### config.mk
export PLATFORM = sky130hd
export DESIGN_NAME = battery_percent_estimator
export DESIGN_NICKNAME = d
export VERILOG_FILES = /design/src/hdl/bpe_pkg.sv /design/src/hdl/battery_percent_estimator.sv /design/src/hdl/bpe_front.sv /design/src/hdl/bpe_queue.sv /design/src/hdl/bpe_back.sv
export SDC_FILE = /design/constraint.sdc
export NUM_CORES = 2
export LEC_CHECK = 0
export BUFFER_PORTS_ARGS = -buffer_cell sky130_fd_sc_hd__buf_2
export CORE_MARGIN = 3
export CORE_UTILIZATION = 47
export CTS_CLUSTER_DIAMETER = 60
export DETAILED_ROUTE_END_ITERATION = 7
export HOLD_SLACK_MARGIN = 0.08
export PLACE_DENSITY = 0.63
export SYNTH_ARGS = -nofsm -noshare
export SYNTH_HDL_FRONTEND = slang
export SYNTH_SLANG_ARGS = --single-unit
### constraint.sdc
create_clock -name i_clk -period 9.4 [get_ports i_clk]
set_clock_uncertainty 0.2 [all_clocks]
set_input_delay 0.94 -clock i_clk [delete_from_list [all_inputs] [get_ports i_clk]]
set_output_delay 0.94 -clock i_clk [all_outputs]
set_load 0.03 [all_outputs]
### src/hdl/bpe_pkg.sv
`timescale 1ns / 1ps
// ============================================================================
// bpe_pkg
// Shared types, field layout and sizing for the battery percent estimator.
// ============================================================================
package bpe_pkg;

    localparam int TABLE_ENTRIES = 101;
    localparam int FILTER_SHIFT  = 7;

    localparam int SMP_W   = 12;
    localparam int TIDX_W  = 7;
    localparam int LEVEL_W = 23;
    localparam int PCT_W   = 7;
    localparam int NOM_W   = 12;
    localparam int ACC_W   = 19;

    localparam int FLT_W  = ACC_W - FILTER_SHIFT;
    localparam int PROD_W = FLT_W + NOM_W;
    localparam int CNT_W  = $clog2(PROD_W);
    localparam int IDX_W  = $clog2(TABLE_ENTRIES);
    localparam int CMP_W  = ((TIDX_W > IDX_W) ? TIDX_W : IDX_W) + 1;

    localparam int QUEUE_DEPTH = 2;
    localparam int QPTR_W      = $clog2(QUEUE_DEPTH);

    // s_axis_tdata layout
    localparam int BAT_LSB  = 0;
    localparam int REF_LSB  = BAT_LSB + SMP_W;
    localparam int TIDX_LSB = REF_LSB + SMP_W;
    localparam int TVAL_LSB = TIDX_LSB + TIDX_W;
    localparam int IN_BITS  = TVAL_LSB + LEVEL_W;
    localparam int IN_W     = ((IN_BITS + 7) / 8) * 8;

    // m_axis_tdata layout
    localparam int PCT_LSB = 0;
    localparam int LVL_LSB = PCT_LSB + PCT_W;
    localparam int OUT_BITS = LVL_LSB + LEVEL_W;
    localparam int OUT_W    = ((OUT_BITS + 7) / 8) * 8;

    localparam logic [NOM_W-1:0]   NOM_RESET = NOM_W'(1489);
    localparam logic [LEVEL_W-1:0] LEVEL_MAX = {LEVEL_W{1'b1}};
    localparam logic [IDX_W-1:0]   LAST_IDX  = IDX_W'(TABLE_ENTRIES - 1);
    localparam logic [CMP_W-1:0]   TBL_LIM   = CMP_W'(TABLE_ENTRIES);

    typedef enum logic {
        OP_SAMPLE = 1'b0,
        OP_TABLE  = 1'b1
    } t_op;

    typedef struct packed {
        t_op                kind;
        logic [FLT_W-1:0]   bat_flt;
        logic [FLT_W-1:0]   ref_flt;
        logic [IDX_W-1:0]   idx;
        logic [LEVEL_W-1:0] value;
    } t_job;

endpackage

### src/hdl/battery_percent_estimator.sv
`timescale 1ns / 1ps
// ============================================================================
// battery_percent_estimator
// Battery gauge: moving-average filters, ratiometric correction, table lookup.
// ============================================================================
// A sample beat updates both moving-average filters at once and queues the
// work (none for a zero filtered reference); a table beat with an in-range
// index queues one threshold write. The back end handles one job at a time:
// a sample passes through pop, multiply, a bit-per-cycle restoring divide
// and a walk of the threshold table, each entry read from the registered-read
// memory and then compared, before the result is loaded into the output.
// A two-entry job queue lets the input keep accepting while a result waits
// on the output.
module battery_percent_estimator (
    input  logic                          i_clk,
    input  logic                          i_rst_n,
    input  logic                          i_cfg_we,
    input  logic [bpe_pkg::NOM_W-1:0]     i_cfg_wdata,
    input  logic                          s_axis_tvalid,
    output logic                          s_axis_tready,
    // from bit 0: battery_sample, reference_sample, table_index, table_value, zero pad
    input  logic [bpe_pkg::IN_W-1:0]      s_axis_tdata,
    // operation
    input  logic [0:0]                    s_axis_tuser,
    output logic                          m_axis_tvalid,
    input  logic                          m_axis_tready,
    // from bit 0: percent, corrected_level, zero pad
    output logic [bpe_pkg::OUT_W-1:0]     m_axis_tdata
);

    logic                          q_full, q_push, q_valid, q_pop;
    bpe_pkg::t_job                 push_job, pop_job;
    logic [bpe_pkg::PCT_W-1:0]     percent;
    logic [bpe_pkg::LEVEL_W-1:0]   level;

    bpe_front u_front (
        .i_clk   (i_clk),
        .i_rst_n (i_rst_n),
        .i_valid (s_axis_tvalid),
        .o_ready (s_axis_tready),
        .i_op    (s_axis_tuser[0]),
        .i_data  (s_axis_tdata),
        .i_full  (q_full),
        .o_push  (q_push),
        .o_job   (push_job)
    );

    bpe_queue u_queue (
        .i_clk   (i_clk),
        .i_rst_n (i_rst_n),
        .i_push  (q_push),
        .i_job   (push_job),
        .o_full  (q_full),
        .o_valid (q_valid),
        .i_pop   (q_pop),
        .o_job   (pop_job)
    );

    bpe_back u_back (
        .i_clk       (i_clk),
        .i_rst_n     (i_rst_n),
        .i_cfg_we    (i_cfg_we),
        .i_cfg_wdata (i_cfg_wdata),
        .i_q_valid   (q_valid),
        .i_job       (pop_job),
        .o_q_pop     (q_pop),
        .o_valid     (m_axis_tvalid),
        .i_ready     (m_axis_tready),
        .o_percent   (percent),
        .o_level     (level)
    );

    assign m_axis_tdata = bpe_pkg::OUT_W'({level, percent});

endmodule

### src/hdl/bpe_front.sv
`timescale 1ns / 1ps
// ============================================================================
// bpe_front
// Accepts input beats, runs both moving-average filters and queues work.
// ============================================================================
module bpe_front (
    input  logic                      i_clk,
    input  logic                      i_rst_n,
    input  logic                      i_valid,
    output logic                      o_ready,
    input  logic                      i_op,
    input  logic [bpe_pkg::IN_W-1:0]  i_data,
    input  logic                      i_full,
    output logic                      o_push,
    output bpe_pkg::t_job             o_job
);

    logic [bpe_pkg::ACC_W-1:0]  r_bat_acc, n_bat_acc;
    logic [bpe_pkg::ACC_W-1:0]  r_ref_acc, n_ref_acc;
    logic                       r_primed, n_primed;

    logic [bpe_pkg::SMP_W-1:0]   bat_s, ref_s;
    logic [bpe_pkg::TIDX_W-1:0]  tidx;
    logic                        accept;
    logic                        idx_ok;
    bpe_pkg::t_op                kind;

    assign bat_s  = i_data[bpe_pkg::BAT_LSB +: bpe_pkg::SMP_W];
    assign ref_s  = i_data[bpe_pkg::REF_LSB +: bpe_pkg::SMP_W];
    assign tidx   = i_data[bpe_pkg::TIDX_LSB +: bpe_pkg::TIDX_W];
    assign kind   = bpe_pkg::t_op'(i_op);
    assign o_ready = !i_full;
    assign accept  = i_valid && !i_full;
    assign idx_ok  = bpe_pkg::CMP_W'(tidx) < bpe_pkg::TBL_LIM;

    always_comb begin
        n_bat_acc = r_bat_acc;
        n_ref_acc = r_ref_acc;
        n_primed  = r_primed;
        if (accept && kind == bpe_pkg::OP_SAMPLE) begin
            if (!r_primed) begin
                n_bat_acc = bpe_pkg::ACC_W'(bat_s) << bpe_pkg::FILTER_SHIFT;
                n_ref_acc = bpe_pkg::ACC_W'(ref_s) << bpe_pkg::FILTER_SHIFT;
            end else begin
                n_bat_acc = r_bat_acc + bpe_pkg::ACC_W'(bat_s)
                          - (r_bat_acc >> bpe_pkg::FILTER_SHIFT);
                n_ref_acc = r_ref_acc + bpe_pkg::ACC_W'(ref_s)
                          - (r_ref_acc >> bpe_pkg::FILTER_SHIFT);
            end
            n_primed = 1'b1;
        end
    end

    always_comb begin
        o_job.kind    = kind;
        o_job.bat_flt = bpe_pkg::FLT_W'(n_bat_acc >> bpe_pkg::FILTER_SHIFT);
        o_job.ref_flt = bpe_pkg::FLT_W'(n_ref_acc >> bpe_pkg::FILTER_SHIFT);
        o_job.idx     = bpe_pkg::IDX_W'(tidx);
        o_job.value   = i_data[bpe_pkg::TVAL_LSB +: bpe_pkg::LEVEL_W];
        // zero reference: filters move on, nothing to report
        if (kind == bpe_pkg::OP_TABLE)
            o_push = accept && idx_ok;
        else
            o_push = accept && (o_job.ref_flt != '0);
    end

    always_ff @(posedge i_clk) begin
        if (!i_rst_n) begin
            r_bat_acc <= '0;
            r_ref_acc <= '0;
            r_primed  <= 1'b0;
        end else begin
            r_bat_acc <= n_bat_acc;
            r_ref_acc <= n_ref_acc;
            r_primed  <= n_primed;
        end
    end

endmodule

### src/hdl/bpe_queue.sv
`timescale 1ns / 1ps
// ============================================================================
// bpe_queue
// Short FIFO of jobs between the front and back ends.
// ============================================================================
module bpe_queue (
    input  logic           i_clk,
    input  logic           i_rst_n,
    input  logic           i_push,
    input  bpe_pkg::t_job  i_job,
    output logic           o_full,
    output logic           o_valid,
    input  logic           i_pop,
    output bpe_pkg::t_job  o_job
);

    bpe_pkg::t_job                 r_mem [bpe_pkg::QUEUE_DEPTH];
    logic [bpe_pkg::QPTR_W-1:0]    r_wptr, r_rptr;
    logic [bpe_pkg::QPTR_W:0]      r_count;

    logic do_push, do_pop;

    assign o_full  = r_count == (bpe_pkg::QPTR_W + 1)'(bpe_pkg::QUEUE_DEPTH);
    assign o_valid = r_count != '0;
    assign o_job   = r_mem[r_rptr];
    assign do_push = i_push && !o_full;
    assign do_pop  = i_pop && o_valid;

    always_ff @(posedge i_clk) begin
        if (!i_rst_n) begin
            r_wptr  <= '0;
            r_rptr  <= '0;
            r_count <= '0;
        end else begin
            if (do_push)
                r_wptr <= r_wptr + 1'b1;
            if (do_pop)
                r_rptr <= r_rptr + 1'b1;
            if (do_push && !do_pop)
                r_count <= r_count + 1'b1;
            else if (do_pop && !do_push)
                r_count <= r_count - 1'b1;
        end
    end

    always_ff @(posedge i_clk) begin
        if (do_push)
            r_mem[r_wptr] <= i_job;
    end

endmodule

### src/hdl/bpe_back.sv
`timescale 1ns / 1ps
// ============================================================================
// bpe_back
// Ratiometric divide, threshold table walk and result register.
// ============================================================================
module bpe_back (
    input  logic                       i_clk,
    input  logic                       i_rst_n,
    input  logic                       i_cfg_we,
    input  logic [bpe_pkg::NOM_W-1:0]  i_cfg_wdata,
    input  logic                       i_q_valid,
    input  bpe_pkg::t_job              i_job,
    output logic                       o_q_pop,
    output logic                       o_valid,
    input  logic                       i_ready,
    output logic [bpe_pkg::PCT_W-1:0]   o_percent,
    output logic [bpe_pkg::LEVEL_W-1:0] o_level
);

    typedef enum logic [5:0] {
        ST_IDLE = 6'b000001,
        ST_MUL  = 6'b000010,
        ST_DIV  = 6'b000100,
        ST_RD   = 6'b001000,
        ST_CMP  = 6'b010000,
        ST_OUT  = 6'b100000
    } t_state;

    t_state                         r_state, n_state;
    logic [bpe_pkg::NOM_W-1:0]      r_nom;
    logic [bpe_pkg::FLT_W-1:0]      r_bat, n_bat;
    logic [bpe_pkg::FLT_W-1:0]      r_ref, n_ref;
    logic [bpe_pkg::PROD_W-1:0]     r_q, n_q;
    logic [bpe_pkg::FLT_W-1:0]      r_rem, n_rem;
    logic [bpe_pkg::CNT_W-1:0]      r_cnt, n_cnt;
    logic [bpe_pkg::LEVEL_W-1:0]    r_level, n_level;
    logic [bpe_pkg::IDX_W-1:0]      r_addr, n_addr;
    logic                           r_tail, n_tail;
    logic [bpe_pkg::IDX_W-1:0]      r_pct, n_pct;
    logic                           r_ovalid, n_ovalid;
    logic [bpe_pkg::PCT_W-1:0]      r_opct, n_opct;
    logic [bpe_pkg::LEVEL_W-1:0]    r_olevel, n_olevel;
    logic [bpe_pkg::LEVEL_W-1:0]    r_rdata;
    logic [bpe_pkg::LEVEL_W-1:0]    r_tbl [bpe_pkg::TABLE_ENTRIES];

    logic [bpe_pkg::FLT_W:0]        rem_shift, rem_sub;
    logic                           rem_ge;
    logic [bpe_pkg::PROD_W-1:0]     q_next;
    logic                           tbl_we;
    logic                           out_free;

    assign o_valid   = r_ovalid;
    assign o_percent = r_opct;
    assign o_level   = r_olevel;

    assign rem_shift = {r_rem, r_q[bpe_pkg::PROD_W-1]};
    assign rem_ge    = rem_shift >= {1'b0, r_ref};
    assign rem_sub   = rem_shift - {1'b0, r_ref};
    assign q_next    = {r_q[bpe_pkg::PROD_W-2:0], rem_ge};
    assign out_free  = !r_ovalid || i_ready;

    always_comb begin
        n_state  = r_state;
        n_bat    = r_bat;
        n_ref    = r_ref;
        n_q      = r_q;
        n_rem    = r_rem;
        n_cnt    = r_cnt;
        n_level  = r_level;
        n_addr   = r_addr;
        n_tail   = r_tail;
        n_pct    = r_pct;
        n_ovalid = r_ovalid;
        n_opct   = r_opct;
        n_olevel = r_olevel;
        o_q_pop  = 1'b0;
        tbl_we   = 1'b0;
        if (r_ovalid && i_ready)
            n_ovalid = 1'b0;
        case (r_state)
            ST_IDLE: begin
                if (i_q_valid) begin
                    o_q_pop = 1'b1;
                    if (i_job.kind == bpe_pkg::OP_TABLE) begin
                        tbl_we = 1'b1;
                    end else begin
                        n_bat   = i_job.bat_flt;
                        n_ref   = i_job.ref_flt;
                        n_state = ST_MUL;
                    end
                end
            end
            ST_MUL: begin
                n_q     = bpe_pkg::PROD_W'(r_bat) * bpe_pkg::PROD_W'(r_nom);
                n_rem   = '0;
                n_cnt   = bpe_pkg::CNT_W'(bpe_pkg::PROD_W - 1);
                n_state = ST_DIV;
            end
            ST_DIV: begin
                n_rem = rem_ge ? rem_sub[bpe_pkg::FLT_W-1:0]
                               : rem_shift[bpe_pkg::FLT_W-1:0];
                n_q   = q_next;
                n_cnt = r_cnt - 1'b1;
                if (r_cnt == '0) begin
                    n_level = (|(q_next >> bpe_pkg::LEVEL_W)) ? bpe_pkg::LEVEL_MAX
                                                              : bpe_pkg::LEVEL_W'(q_next);
                    n_addr  = '0;
                    n_tail  = 1'b0;
                    n_state = ST_RD;
                end
            end
            ST_RD: begin
                n_state = ST_CMP;
            end
            ST_CMP: begin
                // order: first entry, last entry, then scan from entry one up
                if (r_addr == '0 && !r_tail) begin
                    if (r_level <= r_rdata) begin
                        n_pct   = '0;
                        n_state = ST_OUT;
                    end else begin
                        n_addr  = bpe_pkg::LAST_IDX;
                        n_tail  = 1'b1;
                        n_state = ST_RD;
                    end
                end else if (r_tail) begin
                    if (r_level >= r_rdata || bpe_pkg::LAST_IDX == bpe_pkg::IDX_W'(1)) begin
                        n_pct   = bpe_pkg::LAST_IDX;
                        n_state = ST_OUT;
                    end else begin
                        n_addr  = bpe_pkg::IDX_W'(1);
                        n_tail  = 1'b0;
                        n_state = ST_RD;
                    end
                end else begin
                    if (r_level <= r_rdata) begin
                        n_pct   = r_addr;
                        n_state = ST_OUT;
                    end else if (r_addr == bpe_pkg::LAST_IDX - 1'b1) begin
                        n_pct   = bpe_pkg::LAST_IDX;
                        n_state = ST_OUT;
                    end else begin
                        n_addr  = r_addr + 1'b1;
                        n_state = ST_RD;
                    end
                end
            end
            ST_OUT: begin
                if (out_free) begin
                    n_ovalid = 1'b1;
                    n_opct   = bpe_pkg::PCT_W'(r_pct);
                    n_olevel = r_level;
                    n_state  = ST_IDLE;
                end
            end
            default: begin
                n_state = ST_IDLE;
            end
        endcase
    end

    always_ff @(posedge i_clk) begin
        if (!i_rst_n) begin
            r_state  <= ST_IDLE;
            r_nom    <= bpe_pkg::NOM_RESET;
            r_ovalid <= 1'b0;
        end else begin
            r_state  <= n_state;
            r_ovalid <= n_ovalid;
            if (i_cfg_we)
                r_nom <= i_cfg_wdata;
        end
    end

    always_ff @(posedge i_clk) begin
        r_bat    <= n_bat;
        r_ref    <= n_ref;
        r_q      <= n_q;
        r_rem    <= n_rem;
        r_cnt    <= n_cnt;
        r_level  <= n_level;
        r_addr   <= n_addr;
        r_tail   <= n_tail;
        r_pct    <= n_pct;
        r_opct   <= n_opct;
        r_olevel <= n_olevel;
    end

    always_ff @(posedge i_clk) begin
        if (tbl_we)
            r_tbl[i_job.idx] <= i_job.value;
        r_rdata <= r_tbl[r_addr];
    end

    a_div_ref_nonzero: assert property (@(posedge i_clk) disable iff (!i_rst_n)
        (r_state == ST_DIV) |-> (r_ref != '0))
        else $error("divide running with zero reference");

    a_walk_in_range: assert property (@(posedge i_clk) disable iff (!i_rst_n)
        (r_state == ST_CMP) |-> (r_addr <= bpe_pkg::LAST_IDX))
        else $error("table walk address out of range");

    a_out_from_walk: assert property (@(posedge i_clk) disable iff (!i_rst_n)
        (r_state == ST_OUT) |-> ($past(r_state) == ST_CMP || $past(r_state) == ST_OUT))
        else $error("result stage entered without a table walk");

    a_result_loaded: assert property (@(posedge i_clk) disable iff (!i_rst_n)
        (r_state == ST_OUT && out_free) |=> (r_ovalid && r_state == ST_IDLE))
        else $error("finished result not presented");

endmodule
==> qor.csv <==
metric;value;unit
ys_seq_elements;2652;
post_cts_resized;0;
ir_drop;0.721;mV
place.gp.congestion;0.821;
netlist_area;109000;um2
die_y;487;um
path_max_fanout;12;
clk_latency;920;ps
relSlewSlack;0.123;
synth_warnings;0;
synth_area_leader_cell;edfxtp_1;
cp.required;9810;ps
start_util;0.473;
ys_types;73;
cts_tree;built;
route.vias.total;53300;
grt_pass1_wl;378000;um
final_cells;9004;
fin_crit;5880;ps
holdWs;141;ps
die_area;237000;um2
final_antenna_net_count;0;
cts_sinks;2652;
fp.dieW;487;um
finalCritPeriodShare;0.626;
path_cells;and2_1, fa_1, inv_1, fa_1, inv_1, fa_1, fa_1, inv_1, fa_1, inv_1, ha_1, or3_1, o21ai_0, a211oi_1, o211ai_1, nand3_1, a31oi_1, xor2_1, o21ai_0;
grt.total_usage;0.221;
fillers;17700;
synth.area.top_cells;edfxtp_1 (71%), mux4_2 (15%), fa_1 (2.3%), ha_1 (1.6%), dfxtp_1 (1.6%);
firstDrtPassIters;6;
synth.top_cell.area_share;0.708;
total_power;33.1;mW
clockBufferDepth;4;
power_density;269;nW/um2
seq_area_frac_synth;0.723;
grt_pass1_vias;54000;
ys.flop_type;edfxtp_1;
rsz0062_at_grt;no;
rows;176;
cts_buffers;287;
clk_pin_slew;60;ps
synth_edf_count;2566;
grt_start_max_net_pins;112;
hp-class;in2reg;
reg2reg_slack;3520;ps
wl_per_cell;29.1;um
setup_viol;0;
tns;0;ps
nNetsFinal;6120;
avgSynthCellArea;20.0;um2
max_freq;170;MHz
cts_max_level;5;
tightest_slew;1320;ps
cts_root_buf;clkbuf_16;
drt-initial-drc-count;6076;
final_cell_mix;edfxtp_1 (2566), mux4_2 (736), inv_1 (312);
crit_top_cell;fa_1;
drive_gt1_frac;0.266;
hold_viol_final;0;
hold_buffers;36;
slowest_stage;edfxtp_1;
async_flop_share;0;
layout_commonest_cell;edfxtp_1;
syn_inst;5456;
slew_violations;0;
endpoint_kind;flip-flop;
area_growth_syn_to_layout;13.1;%
finalWirelength;262000;um
port_buffers;103;
drc;0;
routed_via_density;5.92;
postCtsSetupBuffers;0;
status;finished clean;
crit_type;reg2reg;
max-cap-violations;0;
antenna_found_initial;17;
final_core_util;0.535;
io_pins;108;
place_hpwl;146000;um
crit_path_start_kind;flip-flop;
overflow;0;
max_stage_delay;590;ps
core-area;230000;um2
dp_cells;8482;
p_leak;41.6;nW
crit_arrival;6290;ps
==> layout make-up <==
type / instances / area, um2 / share of cell area
Clock inverter: 128 / 1220 / 0.00992
Inverter: 314 / 1180 / 0.00957
Clock buffer: 349 / 7570 / 0.0615
Tap cell: 3026 / 3790 / 0.0307
Multi-Input combinational cell: 2232 / 28400 / 0.231
Sequential cell: 2652 / 78800 / 0.640
Antenna cell: 9 / 22.5 / 0.000183
Timing Repair Buffer: 294 / 2180 / 0.0177
==> where the power goes <==
group / switching (mW) / leakage (nW) / internal, mW
logic: 4.78 / 13.5 / 2.92
clock network: 4.41 / 4.30 / 6.29
registers: 0.208 / 23.8 / 14.5
total: 9.40 / 41.6 / 23.7
==> synth_stat cells (25+ instances only) <==
cell type,instances
a21o_1,34
a21oi_1,95
and2_1,84
buf_1,63
clkbuf_1,192
dfxtp_1,86
edfxtp_1,2566
fa_1,125
ha_1,140
inv_1,312
mux2_2,72
mux2i_1,34
mux4_2,736
nand2_1,254
nand3_1,56
nor2_1,190
nor3_1,26
o21ai_0,110
or2_2,25
xnor2_1,40
==> logic make-up after synthesis <==
group                    share of synthesized area
buffers and inverters                       0.0198
AO/OA/AOI/OAI                               0.0190
other                                    0.0000344
multiplexers                                 0.163
flip-flops                                   0.723
AND/OR/NAND/NOR                             0.0306
adder cells (fa/ha/maj)                     0.0391
XOR/XNOR                                   0.00515
==> layer usage <==
layer	vias up	GRT usage	routed length (um)	share of wire
met5	-	0	0	0
met1	28400	0.317	109000	0.41
met3	394	0.0438	21000	0.080
li1	22500	-	-	-
met2	2045	0.348	126000	0.48
met4	0	0.0611	6920	0.026
==> worst max-delay path: cells and delay by family, from the launching register on <==
kind | cells | cell delay (ps)
compound gates | 5 | 920
xor+xnor | 1 | 180
fa+ha+maj | 6 | 2730
buf+inv | 4 | 200
flops | 1 | 590
simple gates | 3 | 790
==> registers in the layout, indices dropped and copies added (netlist names), 19 cells and up, named ones only <==
| name | count |
|---|---|
| u_back.o_level | 23 |
| u_back.r_level | 23 |
| u_back.r_q | 24 |
| u_back.r_rdata | 23 |
| u_back.r_tbl | 2323 |
| u_front.r_bat_acc | 19 |
| u_front.r_ref_acc | 19 |
| u_queue.r_mem | 110 |
==> stage by stage <==
step           cell area [um2]  worst slack, ps
2_1_floorplan           109000             2350
3_5_place_dp            114000             3000
4_1_cts                 123000             3500
3_3_place_gp            114000             3040
5_1_grt                 123000             3190
6_report                123000             3520
==> final timing paths <==
check                                       endpoint              from  cells after the start
worst max-delay path                  u_back.r_q[20]   u_back.r_bat[5]                     19
worst min-delay path            u_queue.r_mem[0][25]  s_axis_tdata[26]                      1
worst max register to register        u_back.r_q[20]   u_back.r_bat[5]                     19
worst min register to register   u_back.o_percent[0]   u_back.r_pct[0]                      0
Power figures use the tool's default switching activity.
